`src/design/lcdn_pkg.sv`:
```
`timescale 1ns / 1ps
// ----------------------------------------------------------------------------
// lcdn_pkg
// Shared types, codes, tables and helpers of the 4-bit character LCD driver.
// ----------------------------------------------------------------------------
package lcdn_pkg;

    // request op codes
    localparam logic [2:0] OP_CMD    = 3'd0;
    localparam logic [2:0] OP_CHAR   = 3'd1;
    localparam logic [2:0] OP_CURSOR = 3'd2;
    localparam logic [2:0] OP_INIT   = 3'd3;
    localparam logic [2:0] OP_CYR    = 3'd4;
    localparam logic [2:0] OP_LIGHT  = 3'd5;

    localparam logic [15:0] DELAY_RESET = 16'd1000;

    // cursor address build
    localparam logic [7:0] CURSOR_BASE    = 8'h80;
    localparam logic [7:0] CURSOR_ROW2    = 8'h40;
    localparam logic [1:0] CURSOR_ROW_SEL = 2'd2;
    localparam logic [4:0] CURSOR_COLS    = 5'd16;

    // hold time multiples of the delay register
    localparam logic [1:0] MULT_ZERO = 2'd0;
    localparam logic [1:0] MULT_ONE  = 2'd1;
    localparam logic [1:0] MULT_TWO  = 2'd2;

    // power-up sequence shape
    localparam logic [3:0] RAW_NIB        = 4'h3;
    localparam logic [3:0] RAW_NIB_LAST   = 4'h2;
    localparam logic [2:0] RAW_UNIT_LAST  = 3'd3;
    localparam logic [2:0] RAW_PHASE_LAST = 3'd2;
    localparam logic [2:0] INIT_CMD_LAST  = 3'd4;
    localparam logic [2:0] BYTE_PHASE_LAST = 3'd4;

    localparam int FIFO_DEPTH = 2;
    localparam int FIFO_AW    = $clog2(FIFO_DEPTH);

    typedef enum logic [1:0] {
        JOB_BYTE  = 2'd0,
        JOB_INIT  = 2'd1,
        JOB_LIGHT = 2'd2
    } t_job_kind;

    typedef struct packed {
        t_job_kind  kind;
        logic       rs;
        logic [7:0] data;
    } t_job;

    typedef struct packed {
        logic        rs;
        logic        en;
        logic [3:0]  nibble;
        logic        backlight;
        logic [16:0] hold_cycles;
        logic        last;
    } t_pin;

    localparam logic [7:0] CYR_GLYPH [64] = '{
        8'h41, 8'hA0, 8'h42, 8'hA1, 8'hE0, 8'h45, 8'hA3, 8'hA4,
        8'hA5, 8'hA6, 8'h4B, 8'hA7, 8'h4D, 8'h48, 8'h4F, 8'hA8,
        8'h50, 8'h43, 8'h54, 8'hA9, 8'hAA, 8'h58, 8'hE1, 8'hAB,
        8'hAC, 8'hE2, 8'hAD, 8'hAE, 8'h62, 8'hAF, 8'hB0, 8'hB1,
        8'h61, 8'hB2, 8'hB3, 8'hB4, 8'hE3, 8'h65, 8'hB6, 8'hB7,
        8'hB8, 8'hB9, 8'hBA, 8'hBB, 8'hBC, 8'hBD, 8'h6F, 8'hBE,
        8'h70, 8'h63, 8'hBF, 8'h79, 8'hE4, 8'h78, 8'hE5, 8'hC0,
        8'hC1, 8'hE6, 8'hC2, 8'hC3, 8'hC4, 8'hC5, 8'hC6, 8'hC7
    };

    function automatic logic [7:0] init_cmd(input logic [2:0] unit);
        logic [7:0] cmd;
        case (unit)
            3'd0:    cmd = 8'h28;
            3'd1:    cmd = 8'h08;
            3'd2:    cmd = 8'h01;
            3'd3:    cmd = 8'h03;
            3'd4:    cmd = 8'h0C;
            default: cmd = 8'h00;
        endcase
        return cmd;
    endfunction

    function automatic logic [16:0] hold_of(input logic [15:0] d, input logic [1:0] mult);
        logic [16:0] h;
        case (mult)
            MULT_ONE: h = {1'b0, d};
            MULT_TWO: h = {d, 1'b0};
            default:  h = 17'd0;
        endcase
        return h;
    endfunction

endpackage

```
`src/design/lcdn_req_if.sv`:
```
`timescale 1ns / 1ps
// ----------------------------------------------------------------------------
// lcdn_req_if
// Request channel: op code, byte value and cursor position.
// ----------------------------------------------------------------------------
interface lcdn_req_if;
    logic       valid;
    logic       ready;
    logic [2:0] op;
    logic [7:0] value;
    logic [1:0] row;
    logic [4:0] col;

    modport source (output valid, op, value, row, col, input ready);
    modport sink (input valid, op, value, row, col, output ready);
endinterface

```
`src/design/lcdn_pin_if.sv`:
```
`timescale 1ns / 1ps
// ----------------------------------------------------------------------------
// lcdn_pin_if
// Pin state channel: one timed state of the LCD bus per transaction.
// ----------------------------------------------------------------------------
interface lcdn_pin_if;
    logic        valid;
    logic        ready;
    logic        rs;
    logic        en;
    logic [3:0]  nibble;
    logic        backlight;
    logic [16:0] hold_cycles;
    logic        last;

    modport source (output valid, rs, en, nibble, backlight, hold_cycles, last,
                    input ready);
    modport sink (input valid, rs, en, nibble, backlight, hold_cycles, last,
                  output ready);
endinterface

```
`src/design/lcdn_front.sv`:
```
`timescale 1ns / 1ps
// ----------------------------------------------------------------------------
// lcdn_front
// Accepts requests and turns them into jobs: a byte with its rs level, the
// power-up sequence, or a backlight update. Unknown ops are dropped.
// ----------------------------------------------------------------------------
module lcdn_front
    import lcdn_pkg::*;
(
    lcdn_req_if.sink i_req,
    input  logic     i_full,
    output logic     o_push,
    output t_job     o_job
);

    logic [7:0] w_pos;

    assign i_req.ready = !i_full;

    always_comb begin
        w_pos = CURSOR_BASE;
        if (i_req.row == CURSOR_ROW_SEL) begin
            w_pos = w_pos | CURSOR_ROW2;
        end
        if (i_req.col < CURSOR_COLS) begin
            w_pos = w_pos | {3'b000, i_req.col};
        end
    end

    always_comb begin
        o_job.kind = JOB_BYTE;
        o_job.rs   = 1'b0;
        o_job.data = i_req.value;
        o_push     = i_req.valid && !i_full;
        unique case (i_req.op)
            OP_CMD: begin
            end
            OP_CHAR: begin
                o_job.rs = 1'b1;
            end
            OP_CURSOR: begin
                o_job.data = w_pos;
            end
            OP_INIT: begin
                o_job.kind = JOB_INIT;
            end
            OP_CYR: begin
                o_job.rs   = 1'b1;
                o_job.data = CYR_GLYPH[i_req.value[5:0]];
            end
            OP_LIGHT: begin
                o_job.kind = JOB_LIGHT;
            end
            default: begin
                o_push = 1'b0;
            end
        endcase
    end

endmodule

```
`src/design/lcdn_fifo.sv`:
```
`timescale 1ns / 1ps
// ----------------------------------------------------------------------------
// lcdn_fifo
// Short job queue between the request front and the pin sequencer.
// ----------------------------------------------------------------------------
module lcdn_fifo
    import lcdn_pkg::*;
(
    input  logic i_clk,
    input  logic i_rst_n,
    input  logic i_push,
    input  t_job i_push_data,
    output logic o_full,
    input  logic i_pop,
    output t_job o_pop_data,
    output logic o_empty
);

    t_job                 r_mem [FIFO_DEPTH];
    logic [FIFO_AW-1:0]   r_wr_ptr;
    logic [FIFO_AW-1:0]   r_rd_ptr;
    logic [FIFO_AW:0]     r_count;
    logic                 w_wr;
    logic                 w_rd;

    assign o_full     = (r_count == (FIFO_AW+1)'(FIFO_DEPTH));
    assign o_empty    = (r_count == '0);
    assign o_pop_data = r_mem[r_rd_ptr];
    assign w_wr       = i_push && !o_full;
    assign w_rd       = i_pop && !o_empty;

    always_ff @(posedge i_clk) begin
        if (w_wr) begin
            r_mem[r_wr_ptr] <= i_push_data;
        end
    end

    always_ff @(posedge i_clk) begin
        if (!i_rst_n) begin
            r_wr_ptr <= '0;
            r_rd_ptr <= '0;
            r_count  <= '0;
        end else begin
            if (w_wr) begin
                r_wr_ptr <= r_wr_ptr + 1'b1;
            end
            if (w_rd) begin
                r_rd_ptr <= r_rd_ptr + 1'b1;
            end
            if (w_wr && !w_rd) begin
                r_count <= r_count + 1'b1;
            end else if (w_rd && !w_wr) begin
                r_count <= r_count - 1'b1;
            end
        end
    end

endmodule

```
`src/design/lcdn_back.sv`:
```
`timescale 1ns / 1ps
// ----------------------------------------------------------------------------
// lcdn_back
// Pin sequencer: expands one job into timed bus states, one per cycle while
// o_pin is ready, through a registered output stage. Holds the backlight level.
// ----------------------------------------------------------------------------
module lcdn_back
    import lcdn_pkg::*;
(
    input  logic        i_clk,
    input  logic        i_rst_n,
    input  logic [15:0] i_delay,
    input  logic        i_empty,
    input  t_job        i_job,
    output logic        o_pop,
    lcdn_pin_if.source  o_pin
);

    typedef enum logic [3:0] {
        ST_IDLE = 4'b0001,
        ST_WAKE = 4'b0010,
        ST_RAW  = 4'b0100,
        ST_BYTE = 4'b1000
    } t_state;

    t_state      r_state, n_state;
    logic [2:0]  r_phase, n_phase;
    logic [2:0]  r_unit, n_unit;
    logic [7:0]  r_byte, n_byte;
    logic        r_rs, n_rs;
    logic        r_init, n_init;
    logic        r_backlight, n_backlight;
    logic        r_out_valid;
    t_pin        r_out;

    logic        w_adv;
    logic        w_emit;
    t_pin        w_pin;
    logic [1:0]  w_mult;
    logic [7:0]  w_cur;

    assign w_adv = !r_out_valid || o_pin.ready;
    assign o_pop = (r_state == ST_IDLE) && !i_empty;
    assign w_cur = r_init ? init_cmd(r_unit) : r_byte;

    always_comb begin
        n_state     = r_state;
        n_phase     = r_phase;
        n_unit      = r_unit;
        n_byte      = r_byte;
        n_rs        = r_rs;
        n_init      = r_init;
        n_backlight = r_backlight;
        w_emit      = 1'b0;
        w_mult      = MULT_ZERO;
        w_pin       = '0;
        unique case (r_state)
            ST_IDLE: begin
                if (!i_empty) begin
                    case (i_job.kind)
                        JOB_LIGHT: begin
                            n_backlight = i_job.data[0];
                        end
                        JOB_INIT: begin
                            n_backlight = 1'b1;
                            n_rs        = 1'b0;
                            n_init      = 1'b1;
                            n_state     = ST_WAKE;
                        end
                        default: begin
                            n_byte  = i_job.data;
                            n_rs    = i_job.rs;
                            n_init  = 1'b0;
                            n_phase = '0;
                            n_state = ST_BYTE;
                        end
                    endcase
                end
            end
            ST_WAKE: begin
                // all bus pins low but the backlight, which is on, held one unit
                w_mult = MULT_ONE;
                if (w_adv) begin
                    w_emit  = 1'b1;
                    n_phase = '0;
                    n_unit  = '0;
                    n_state = ST_RAW;
                end
            end
            ST_RAW: begin
                w_pin.nibble = (r_unit == RAW_UNIT_LAST) ? RAW_NIB_LAST : RAW_NIB;
                w_pin.en     = (r_phase == 3'd1);
                w_mult       = (r_phase == 3'd0) ? MULT_ZERO : MULT_ONE;
                if (w_adv) begin
                    w_emit = 1'b1;
                    if (r_phase == RAW_PHASE_LAST) begin
                        n_phase = '0;
                        if (r_unit == RAW_UNIT_LAST) begin
                            n_unit  = '0;
                            n_state = ST_BYTE;
                        end else begin
                            n_unit = r_unit + 1'b1;
                        end
                    end else begin
                        n_phase = r_phase + 1'b1;
                    end
                end
            end
            ST_BYTE: begin
                // high nibble on phases 0-1, low nibble on 2-4, strobe on odd phases
                w_pin.rs     = r_rs;
                w_pin.nibble = (r_phase < 3'd2) ? w_cur[7:4] : w_cur[3:0];
                w_pin.en     = r_phase[0];
                if (r_phase == BYTE_PHASE_LAST) begin
                    w_mult     = r_init ? MULT_TWO : MULT_ONE;
                    w_pin.last = !r_init || (r_unit == INIT_CMD_LAST);
                end else begin
                    w_mult = r_phase[0] ? MULT_ONE : MULT_ZERO;
                end
                if (w_adv) begin
                    w_emit = 1'b1;
                    if (r_phase == BYTE_PHASE_LAST) begin
                        n_phase = '0;
                        if (w_pin.last) begin
                            n_state = ST_IDLE;
                        end else begin
                            n_unit = r_unit + 1'b1;
                        end
                    end else begin
                        n_phase = r_phase + 1'b1;
                    end
                end
            end
            default: begin
                n_state = ST_IDLE;
            end
        endcase
        w_pin.backlight   = r_backlight;
        w_pin.hold_cycles = hold_of(i_delay, w_mult);
    end

    always_ff @(posedge i_clk) begin
        if (!i_rst_n) begin
            r_state     <= ST_IDLE;
            r_phase     <= '0;
            r_unit      <= '0;
            r_init      <= 1'b0;
            r_backlight <= 1'b0;
            r_out_valid <= 1'b0;
        end else begin
            r_state     <= n_state;
            r_phase     <= n_phase;
            r_unit      <= n_unit;
            r_init      <= n_init;
            r_backlight <= n_backlight;
            if (w_adv) begin
                r_out_valid <= w_emit;
            end
        end
    end

    always_ff @(posedge i_clk) begin
        r_byte <= n_byte;
        r_rs   <= n_rs;
        if (w_adv && w_emit) begin
            r_out <= w_pin;
        end
    end

    assign o_pin.valid       = r_out_valid;
    assign o_pin.rs          = r_out.rs;
    assign o_pin.en          = r_out.en;
    assign o_pin.nibble      = r_out.nibble;
    assign o_pin.backlight   = r_out.backlight;
    assign o_pin.hold_cycles = r_out.hold_cycles;
    assign o_pin.last        = r_out.last;

endmodule

```
`src/design/char_lcd_nibble_interface_top.sv`:
```
`timescale 1ns / 1ps
// ----------------------------------------------------------------------------
// char_lcd_nibble_interface_top
// Character LCD driver for a 4-bit bus: turns requests into timed pin states.
// ----------------------------------------------------------------------------
// Usage:
//   i_req  carries one request per transaction (op, value, row, col).
//   o_pin  carries one pin state per transaction: rs, en, nibble, backlight,
//          the hold time in cycles and a last flag on the final state.
//   i_cfg_we / i_cfg_data write the delay unit; change it only while idle.
// Timing:
//   a request enters a two-entry job queue at acceptance; the sequencer pops
//   it when idle, and its first pin state is then registered in the output
//   stage. a byte gives five pin states, the power-up sequence 38 and a
//   backlight update none; the single sequencer takes one job at a time
//   and outputs one state per cycle while o_pin is ready.
// Reset:
//   queue empties, output valid drops, backlight off, delay unit 1000.
// Stall:
//   a stalled o_pin holds its state; the sequencer waits, the queue fills
//   and i_req.ready drops once two jobs are waiting.
// ----------------------------------------------------------------------------
module char_lcd_nibble_interface_top
    import lcdn_pkg::*;
(
    input  logic        i_clk,
    input  logic        i_rst_n,
    lcdn_req_if.sink    i_req,
    lcdn_pin_if.source  o_pin,
    input  logic        i_cfg_we,
    input  logic [15:0] i_cfg_data
);

    logic [15:0] r_delay;
    logic        w_push;
    logic        w_full;
    logic        w_pop;
    logic        w_empty;
    t_job        w_push_job;
    t_job        w_pop_job;

    always_ff @(posedge i_clk) begin
        if (!i_rst_n) begin
            r_delay <= DELAY_RESET;
        end else if (i_cfg_we) begin
            r_delay <= i_cfg_data;
        end
    end

    lcdn_front u_front (
        .i_req  (i_req),
        .i_full (w_full),
        .o_push (w_push),
        .o_job  (w_push_job)
    );

    lcdn_fifo u_fifo (
        .i_clk       (i_clk),
        .i_rst_n     (i_rst_n),
        .i_push      (w_push),
        .i_push_data (w_push_job),
        .o_full      (w_full),
        .i_pop       (w_pop),
        .o_pop_data  (w_pop_job),
        .o_empty     (w_empty)
    );

    lcdn_back u_back (
        .i_clk   (i_clk),
        .i_rst_n (i_rst_n),
        .i_delay (r_delay),
        .i_empty (w_empty),
        .i_job   (w_pop_job),
        .o_pop   (w_pop),
        .o_pin   (o_pin)
    );

    // no job is pushed into a full queue
    a_no_push_full: assert property (@(posedge i_clk) disable iff (!i_rst_n)
        w_push |-> !w_full)
        else $error("job pushed into full queue");

    // a strobe state is held exactly one delay unit
    a_strobe_hold: assert property (@(posedge i_clk) disable iff (!i_rst_n)
        (o_pin.valid && o_pin.en) |-> (o_pin.hold_cycles == {1'b0, r_delay}))
        else $error("strobe hold differs from delay unit");

    // a request always ends with the strobe released
    a_last_en_low: assert property (@(posedge i_clk) disable iff (!i_rst_n)
        (o_pin.valid && o_pin.last) |-> !o_pin.en)
        else $error("final state has enable high");

    // output is empty right after reset
    a_reset_idle: assert property (@(posedge i_clk)
        !i_rst_n |=> !o_pin.valid)
        else $error("output valid after reset");

endmodule
```
`src/flat_wrapper.sv`:
```
// flat-port wrapper written by rule: the top's interface ports become plain ports
module char_lcd_nibble_interface_top_flat import lcdn_pkg::*;
  (i_clk, i_rst_n, i_cfg_we, i_cfg_data, i_req_valid, i_req_op, i_req_value, i_req_row, i_req_col, i_req_ready, o_pin_valid, o_pin_rs, o_pin_en, o_pin_nibble, o_pin_backlight, o_pin_hold_cycles, o_pin_last, o_pin_ready);
  lcdn_req_if i_req_i ();
  lcdn_pin_if o_pin_i ();
  input  logic i_clk;
  input  logic i_rst_n;
  input  logic i_cfg_we;
  input  logic [15:0] i_cfg_data;
  input wire logic [$bits(i_req_i.valid)-1:0] i_req_valid;
  input wire logic [$bits(i_req_i.op)-1:0] i_req_op;
  input wire logic [$bits(i_req_i.value)-1:0] i_req_value;
  input wire logic [$bits(i_req_i.row)-1:0] i_req_row;
  input wire logic [$bits(i_req_i.col)-1:0] i_req_col;
  output wire logic [$bits(i_req_i.ready)-1:0] i_req_ready;
  output wire logic [$bits(o_pin_i.valid)-1:0] o_pin_valid;
  output wire logic [$bits(o_pin_i.rs)-1:0] o_pin_rs;
  output wire logic [$bits(o_pin_i.en)-1:0] o_pin_en;
  output wire logic [$bits(o_pin_i.nibble)-1:0] o_pin_nibble;
  output wire logic [$bits(o_pin_i.backlight)-1:0] o_pin_backlight;
  output wire logic [$bits(o_pin_i.hold_cycles)-1:0] o_pin_hold_cycles;
  output wire logic [$bits(o_pin_i.last)-1:0] o_pin_last;
  input wire logic [$bits(o_pin_i.ready)-1:0] o_pin_ready;
  assign i_req_i.valid = i_req_valid;
  assign i_req_i.op = i_req_op;
  assign i_req_i.value = i_req_value;
  assign i_req_i.row = i_req_row;
  assign i_req_i.col = i_req_col;
  assign i_req_ready = i_req_i.ready;
  assign o_pin_valid = o_pin_i.valid;
  assign o_pin_rs = o_pin_i.rs;
  assign o_pin_en = o_pin_i.en;
  assign o_pin_nibble = o_pin_i.nibble;
  assign o_pin_backlight = o_pin_i.backlight;
  assign o_pin_hold_cycles = o_pin_i.hold_cycles;
  assign o_pin_last = o_pin_i.last;
  assign o_pin_i.ready = o_pin_ready;
  char_lcd_nibble_interface_top u_core (.i_clk(i_clk), .i_rst_n(i_rst_n), .i_req(i_req_i), .o_pin(o_pin_i), .i_cfg_we(i_cfg_we), .i_cfg_data(i_cfg_data));
endmodule
```
`config.mk`:
```
export PLATFORM = sky130hd
export DESIGN_NAME = char_lcd_nibble_interface_top_flat
export DESIGN_NICKNAME = d
export VERILOG_FILES = /design/src/design/lcdn_pkg.sv /design/src/design/lcdn_req_if.sv /design/src/design/lcdn_pin_if.sv /design/src/design/lcdn_front.sv /design/src/design/lcdn_fifo.sv /design/src/design/lcdn_back.sv /design/src/design/char_lcd_nibble_interface_top.sv /design/src/flat_wrapper.sv
export SDC_FILE = /design/constraint.sdc
export NUM_CORES = 1
export LEC_CHECK = 0
export BUFFER_PORTS_ARGS = -buffer_cell sky130_fd_sc_hd__buf_2
export CAP_MARGIN = 10
export CORE_UTILIZATION = 23
export DETAILED_ROUTE_END_ITERATION = 16
export PLACE_DENSITY = 0.43
export SKIP_CTS_REPAIR_TIMING = 1
export SLEW_MARGIN = 15
export SYNTH_ARGS = -nofsm -noshare
export SYNTH_HDL_FRONTEND = slang
export SYNTH_SLANG_ARGS = --single-unit
export TNS_END_PERCENT = 5
```
`constraint.sdc`:
```
create_clock -name i_clk -period 7.53 [get_ports i_clk]
set_clock_uncertainty 0.15 [all_clocks]
set_input_delay 0.3765 -clock i_clk [delete_from_list [all_inputs] [get_ports i_clk]]
set_output_delay 0.3765 -clock i_clk [all_outputs]
set_load 0.005 [all_outputs]
```
==> metrics.cfg, run 1 <==
[clocking]
clk_latency_ps = 340
clkTransAtPathRegs_ps = 70
htree_num_levels = 3
cts_made_buffers = 9
cts_tree = built
clockRootBuffer = clkbuf_16
clk_path_buf_depth = 2
cts.sinks = 90

[grt]
grt_pass1_wl_um = 20000
grt_max_degree = 41
overflow = 0
grt_antenna_before_repair = 0
grt_pass1_vias = 3724
grt_util_all_layers = 0.114

[power_and_ir_drop]
switchingPower_mw = 0.456
intPower_mw = 1.12
clkPwrFrac = 0.336
leakagePower_nw = 2.22
seq_power_share = 0.426
pwr-share-comb = 0.238
p_total_mw = 1.58
powerDensity_nw_per_um2 = 265
ir_worst_vdd_v = 0.000114
swShare = 0.289

[setup_path]
max_stage_delay_ps = 650
crit_chain = or4b_1 > o21a_1 > inv_1 > ha_1 > a22oi_1 > nor2_1
r2r_cells = 6
r2r-start = u_core.u_back.r_state[3]
crit_buf_inv = 1
crit_path_start_kind = register
cp-startpoint = u_core.u_back.r_state[3]
endpoint = u_core.u_back.o_pin.hold_cycles[3]
slowest_stage = or4b_1
cp_max_fo = 16
r2r_slack_ps = 4740
r2r_end = u_core.u_back.o_pin.hold_cycles[3]
crit_type = reg2reg
worstSetupPathDepth = 6
path_delay_family = simple AND/OR/NAND/NOR gates
crit_required_ps = 7570
end_kind = register
arrival_ps = 2830

[synthesis]
synth_fp_nets = 560
syn-cell-area_um2 = 5070
syn_area_per_cell_um2 = 10.2
async_flop_share = 0
netlist_instances = 499
synth_ff_type = edfxtp_1
synth-edff-count = 56
yosysUniqueCellTypes = 67
synth.area.top_cells = edfxtp_1, dfxtp_1, ha_1, mux2i_1, nor2_1
seq_area_frac_synth = 0.465
ys_ff_latch = 90
synth_warnings = 0
yosys.area.top_type_share = 0.331
yosysTopAreaCell = edfxtp_1

[placement]
io_buffers = 65
gp_congestion = 0.856
post-place-ws_ps = 4780
place_hpwl_um = 8850
placed_area_um2 = 5590

[timing]
report.final.hold_viol_count = 0
setup_ws_ps = 4740
setup_tns_ps = 0
setup_viol = 0
fmax_ghz = 0.359
slew_viol_final = 0
tightest_slew_ps = 1020
period_share = 0.370
grt_setup_unrepaired = no
min_period_ps = 2790
maxSlewHeadroom = 0.314

[min_path]
hold_class = in2reg
holdPathStages = 3

[detailed_routing]
drt_iter0_markers = 254
detail_route.wirelength_um = 12300
num_vias = 3873
drtPass1Iterations = 5
drc = 0
wire_per_inst_um = 15.0
viasPerCell = 4.72
antenna_left = 0

[cells_and_area]
antennaDiodeCount = 0
area_growth_syn_to_layout_pct = 17.3
mostFrequentLayoutCells = buf_2, edfxtp_1, nor2_1
fin_area_um2 = 5950
drive_above_1_share = 0.194
finalNetCount = 602
final_common_cell = buf_2

[floorplan]
die_x_um = 151
io_pins = 66
die_area_um2 = 22700
num_rows = 53
fp.dieH_um = 151
core_area_um2 = 21400
initial_core_util = 0.238

[outcome]
outcome = complete, no violations

[run]
maxCapViolations = 0

==> registers in the layout, indices dropped and copies added, names as in the netlist, named ones only <==
register,count
u_core.r_delay,16
u_core.u_back.o_pin.nibble,4
u_core.u_back.r_byte,8
u_core.u_fifo.r_mem,22
u_core.u_back.r_init,1
u_core.u_back.o_pin.rs,1
u_core.u_fifo.r_wr_ptr,1
u_core.u_back.r_backlight,1
u_core.u_back.r_state,4
u_core.u_back.o_pin.valid,1
u_core.u_back.o_pin.backlight,1
u_core.u_back.o_pin.last,1
u_core.u_back.r_phase,3
u_core.u_fifo.r_rd_ptr,1
u_core.u_back.r_rs,1
u_core.u_fifo.r_count,2
u_core.u_back.r_unit,3
u_core.u_back.o_pin.hold_cycles,17
u_core.u_back.o_pin.en,1
==> tightest hold or removal path, cell delays in order <==
cell and delay, ps:
buf_2 70, mux2i_1 60, nand2_1 60
==> cell families (layout without fill, tap and decap cells) <==
logic type,Yosys count,after routing,share of synthesized area
buf+inv,64,111,0.0530
compound gates,132,132,0.181
mux,32,32,0.0700
simple gates,152,152,0.163
fa+ha+maj,22,22,0.0542
flops,90,90,0.465
xor+xnor,7,7,0.0136
==> power by group through the flow <==
stage                     Combinational (mW)  Sequential, mW  Clock, mW
after floorplan                        0.315           0.643          0
after global placement                 0.376           0.681          0
after detailed placement               0.378           0.684          0
after CTS                              0.381           0.673      0.546
after global routing                   0.425           0.682      0.566
final                                  0.376           0.672      0.530
==> worst min path at each step <==
stage	slack [ps]	end	from
finish	100	u_core.r_delay[9]	i_cfg_data[9]
detailed placement	330	u_core.u_back.o_pin.backlight	u_core.u_back.r_backlight
global route	90	u_core.r_delay[8]	i_cfg_data[8]
floorplan	250	u_core.u_back.o_pin.backlight	u_core.u_back.r_backlight
CTS	80	u_core.r_delay[7]	i_cfg_data[7]
global placement	320	u_core.u_back.r_unit[1]	u_core.u_back.r_unit[1]
==> metal layers <==
metal  wire length, µm  share of wire  up-vias  track usage
li1                  -              -     1896            -
met1              5990           0.48     1855        0.158
met2              5630           0.46      108        0.176
met3               541          0.044       14       0.0179
met4               190          0.015        0       0.0429
met5                 0              0        -            0
==> through the flow <==
step,instances,utilization,hold WS (ps)
3_3_place_gp,805,0.262,321
4_1_cts,821,0.279,83.1
3_5_place_dp,805,0.262,329
6_report,821,0.279,101
2_1_floorplan,499,-,255
5_1_grt,821,0.279,87.4
==> synthesized netlist by cell type, types with 3 or more instances <==
cell / n
a22oi_1: 18
nand3_1: 9
a21boi_0: 3
dfxtp_1: 34
nor2_1: 41
nand2b_1: 6
o21ai_0: 24
o211a_1: 3
nor3_1: 10
edfxtp_1: 56
clkbuf_1: 21
o22ai_1: 7
nand2_1: 35
and2_1: 11
a221oi_1: 4
a21boi_1: 3
xnor2_1: 4
a31oi_1: 5
inv_1: 26
nand3b_1: 4
a21o_1: 4
o21a_1: 4
o31ai_1: 4
o21ai_1: 13
inv_2: 3
buf_2: 8
nand4_1: 4
o211ai_1: 3
nor2b_1: 17
ha_1: 22
nor4b_4: 3
a21oi_1: 13
a211oi_1: 4
mux2i_1: 22
mux2_2: 8
buf_1: 3
==> area by class of cell <==
type | count | area, µm²
fill | 2259 | 15400
multi-input combinational | 345 | 2450
sequential | 90 | 2360
tap | 275 | 344
timing repair buffer | 66 | 333
clock buffer | 12 | 258
inverter | 29 | 109
clock inverter | 4 | 98.8
No activity file was read; power rests on OpenSTA's default activity.
==> inputs of run 2 (changes only) <==
- clock period: 7.53 -> 2.6 ns (I/O delays scaled with it)
==> metrics.cfg, run 2 (synthesized netlist as in run 1, its figures left out) <==
[outcome]
outcome = complete, no violations

[timing]
period_share = 0.895  ; +0.525
setup_ws_ps = 273  ; -4470 ps
min_period_ps = 2330  ; -459 ps
maxSlewHeadroom = 0.537  ; +0.223
setup_tns_ps = 0  ; unchanged
report.final.hold_viol_count = 0  ; unchanged
grt_setup_unrepaired = no
setup_viol = 0  ; unchanged
slew_viol_final = 0  ; unchanged
fmax_ghz = 0.430  ; +20%
tightest_slew_ps = 694  ; -330 ps

[setup_path]
arrival_ps = 2270  ; -560 ps
end_kind = register
cp_common_cell = inv_1
crit_type = reg2reg
crit_path_start_kind = register
crit_chain = inv_1 > ha_1 > and2_1 > o21ai_0 > o21a_1 > inv_1 > ha_2 > a22oi_1 > nor2_1
r2r_cells = 9  ; +3
cp_max_fo = 16  ; unchanged
slowest_stage = dfxtp_1
max_stage_delay_ps = 420  ; -230 ps
r2r-start = u_core.u_back.r_phase[1]
r2r_end = u_core.u_back.o_pin.hold_cycles[3]
r2r_slack_ps = 270  ; -4470 ps
crit_required_ps = 2540  ; -5030 ps

[power_and_ir_drop]
powerDensity_nw_per_um2 = 727  ; +170%
leakagePower_nw = 2.35  ; +5.6%
p_total_mw = 4.51  ; +190%
ir_worst_vdd_v = 0.000321  ; +180%

[cells_and_area]
finalNetCount = 633  ; +5.1%
final_common_cell = buf_2
antennaDiodeCount = 0  ; unchanged
fin_area_um2 = 6190  ; +4.1%
final_util = 0.290  ; +0.0114
max_flop_register = u_core.u_fifo.r_mem
area_growth_syn_to_layout_pct = 22.0
largest_reg_flops = 22  ; unchanged
drive_above_1_share = 0.217  ; +0.0225
mostFrequentLayoutCells = buf_2, edfxtp_1, nor2_1

[floorplan]
core_area_um2 = 21400  ; unchanged
fp.dieH_um = 151  ; unchanged
die_area_um2 = 22700  ; unchanged
initial_core_util = 0.238  ; unchanged
io_pins = 66  ; unchanged
die_x_um = 151  ; unchanged
num_rows = 53  ; unchanged

[detailed_routing]
num_vias = 3970  ; +2.5%
antenna_left = 0  ; unchanged
drt_iter0_markers = 197  ; -22%
detail_route.wirelength_um = 12300  ; -0.32%
wire_per_inst_um = 14.4  ; -3.9%
drc = 0  ; unchanged
drtPass1Iterations = 5  ; unchanged
viasPerCell = 4.66  ; -1.2%

[clocking]
cts_tree = built
cts_made_buffers = 9  ; unchanged
clk_path_buf_depth = 2  ; unchanged
clk_latency_ps = 340  ; about the same
cts.sinks = 90  ; unchanged
clkTransAtPathRegs_ps = 60  ; about the same
clockRootBuffer = clkbuf_16
htree_num_levels = 3  ; unchanged

[run]
maxCapViolations = 0  ; unchanged

[min_path]
holdPathStages = 3  ; unchanged
min_from = i_req_value[7]
hold_class = in2reg
min_to = u_core.u_fifo.r_mem[1][7]

[placement]
place_hpwl_um = 8870  ; +0.15%
io_buffers = 65  ; unchanged
gp_congestion = 0.836  ; -2.3%
post-place-ws_ps = 9.24  ; -4770 ps
placed_area_um2 = 5710  ; +2.0%

[grt]
grt_util_all_layers = 0.112  ; -0.00149
overflow = 0  ; unchanged
grt_pass1_wl_um = 19800  ; -0.76%
grt_max_degree = 41  ; unchanged
grt_pass1_vias = 3760  ; +0.97%
grt_antenna_before_repair = 0  ; unchanged

-- run 2: metal layers --
layer | routed length (µm) | track usage
met5 | 0 | 0
met4 | 247 | 0.0520
met3 | 411 | 0.0136
met2 | 5620 | 0.176
met1 | 6030 | 0.153
-- run 2: how the worst max path moves through the flow --
stage / from / cells after the start / slack, ps / to
after CTS: u_core.u_back.r_phase[0] / 10 / -20 / u_core.u_back.o_pin.hold_cycles[5]
after floorplan: u_core.u_back.r_state[2] / 6 / 50 / u_core.u_back.r_phase[0]
after global placement: u_core.u_back.r_phase[0] / 10 / 100 / u_core.u_back.o_pin.hold_cycles[8]
final: u_core.u_back.r_phase[1] / 9 / 270 / u_core.u_back.o_pin.hold_cycles[3]
after detailed placement: u_core.u_back.r_phase[0] / 10 / 9 / u_core.u_back.o_pin.hold_cycles[5]
after global routing: u_core.u_back.r_phase[1] / 9 / 60 / u_core.u_back.o_pin.hold_cycles[8]
-- run 2: metrics by stage --
step / hold WS (ps) / std cells
detailed placement: 202 / 820
floorplan: 109 / 499
global route: 78.1 / 852
CTS: -161 / 836
global placement: 194 / 820
finish: 86.6 / 852
-- run 2: critical path: cells and delay by family (launching register included) --
kind                     cells  cell delay [ps]
AO/OA/AOI/OAI                3              590
adder cells (fa/ha/maj)      2              500
buffers and inverters        2              150
flip-flops                   1              420
AND/OR/NAND/NOR              2              270
-- run 2: report_power, final --
part | internal, mW | switching, mW
registers | 1.76 | 0.123
clock network | 0.865 | 0.525
logic | 0.551 | 0.676
-- run 2: layout make-up --
type                    instances  area [µm²]
fillers                      2270       15200
multi-input cells             345        2450
flip-flops and latches         90        2360
repair buffers                 97         606
well taps                     275         344
clock buffers                  11         243
inverters                      29         109
clock inverters                 5        77.6
==> inputs of run 3 (changes only) <==
- CTS_BUF_LIST: default -> sky130_fd_sc_hd__clkbuf_8
==> metrics.cfg, run 3 (synthesized netlist as in run 1, its figures left out) <==
[outcome]
outcome = complete, no violations

[floorplan]
io_pins = 66  ; unchanged
initial_core_util = 0.238  ; unchanged
num_rows = 53  ; unchanged
fp.dieH_um = 151  ; unchanged
core_area_um2 = 21400  ; unchanged
die_area_um2 = 22700  ; unchanged
die_x_um = 151  ; unchanged

[cells_and_area]
instances_no_fill = 852  ; unchanged
max_flop_register = u_core.u_fifo.r_mem
drive_above_1_share = 0.217  ; unchanged
antennaDiodeCount = 0  ; unchanged
final_common_cell = buf_2
area_growth_syn_to_layout_pct = 20.0
mostFrequentLayoutCells = buf_2, edfxtp_1, nor2_1
largest_reg_flops = 22  ; unchanged
finalNetCount = 633  ; unchanged
final_util = 0.285  ; -0.00475
fin_area_um2 = 6090  ; -1.6%

[placement]
place_hpwl_um = 8870  ; unchanged
placed_cells = 820  ; unchanged
gp_congestion = 0.836  ; unchanged
post-place-ws_ps = 9.24  ; unchanged
io_buffers = 65  ; unchanged
placed_area_um2 = 5710  ; unchanged

[setup_path]
crit_type = reg2reg
r2r_slack_ps = 260  ; about the same
arrival_ps = 2310  ; +40 ps
end_kind = register
crit_required_ps = 2570  ; +30 ps
cp_max_fo = 16  ; unchanged
crit_path_start_kind = register

[power_and_ir_drop]
powerDensity_nw_per_um2 = 683  ; -6.1%
ir_worst_vdd_v = 0.000220  ; -32%
leakagePower_nw = 2.30  ; -1.8%
p_total_mw = 4.16  ; -7.6%

[clocking]
cts_made_buffers = 9  ; unchanged
cts_tree = built
cts.sinks = 90  ; unchanged
clkTransAtPathRegs_ps = 90  ; +30 ps
clk_path_buf_depth = 2  ; unchanged
clk_latency_ps = 370  ; +30 ps
clockRootBuffer = clkbuf_8
htree_num_levels = 3  ; unchanged

[timing]
tightest_slew_ps = 691  ; -3.83 ps
setup_viol = 0  ; unchanged
min_period_ps = 2340  ; +8.56 ps
maxSlewHeadroom = 0.540  ; +0.00255
hold_ws_ps = 48.9  ; -37.7 ps
grt_setup_unrepaired = no
fmax_ghz = 0.428  ; -0.37%
report.final.hold_viol_count = 0  ; unchanged
setup_ws_ps = 264  ; -8.56 ps
period_share = 0.898  ; +0.00329
setup_tns_ps = 0  ; unchanged
slew_viol_final = 0  ; unchanged

[grt]
grt_pass1_vias = 3771  ; +0.29%
overflow = 0  ; unchanged
grt_max_degree = 41  ; unchanged
grt_pass1_wl_um = 19800  ; +0.14%
grt_util_all_layers = 0.113  ; +0.000390
grt_antenna_before_repair = 0  ; unchanged

[detailed_routing]
wire_per_inst_um = 14.5  ; +0.41%
drc = 0  ; unchanged
drtPass1Iterations = 4  ; -1
viasPerCell = 4.65  ; -0.20%
antenna_left = 0  ; unchanged
num_vias = 3962  ; -0.20%
detail_route.wirelength_um = 12400  ; +0.41%
drt_iter0_markers = 193  ; -2.0%

[min_path]
hold_class = in2reg

[run]
maxCapViolations = 0  ; unchanged

[run 3: area by class of cell]
cell class	instances	area (µm²)
repair buffers	97	606
well taps	275	344
clock buffers	10	138
clock inverters	6	81.3
inverters	29	109
fillers	2280	15300
flip-flops and latches	90	2360
multi-input cells	345	2450
[run 3: final timing paths]
kind	start	endpoint	depth (start not counted)
setup / recovery	u_core.u_back.r_phase[1]	u_core.u_back.o_pin.hold_cycles[13]	9
hold reg to reg	u_core.u_back.r_unit[0]	u_core.u_back.r_unit[0]	2
hold / removal	i_req_value[7]	u_core.u_fifo.r_mem[1][7]	3
setup reg to reg	u_core.u_back.r_phase[1]	u_core.u_back.o_pin.hold_cycles[13]	9
[run 3: worst max-delay path, stage by stage (launching register included)]
cell     delay [ps]
dfxtp_1         420
inv_1            90
ha_1            200
and2_1          220
o21ai_0         180
o21a_1          170
inv_1            50
ha_2            300
a22oi_1         240
nor2_1           50
[run 3: where the power goes]
| group | internal [mW] | switching, mW | total (mW) |
|---|---|---|---|
| Sequential | 1.76 | 0.123 | 1.88 |
| Combinational | 0.551 | 0.675 | 1.23 |
| Clock | 0.561 | 0.491 | 1.05 |
[run 3: routing by layer]
metal,part of all wire,track usage,vias to the layer above
li1,-,-,1958
met1,0.47,0.153,1867
met2,0.46,0.175,116
met3,0.045,0.0145,21
met4,0.025,0.0561,0
met5,0,0,-
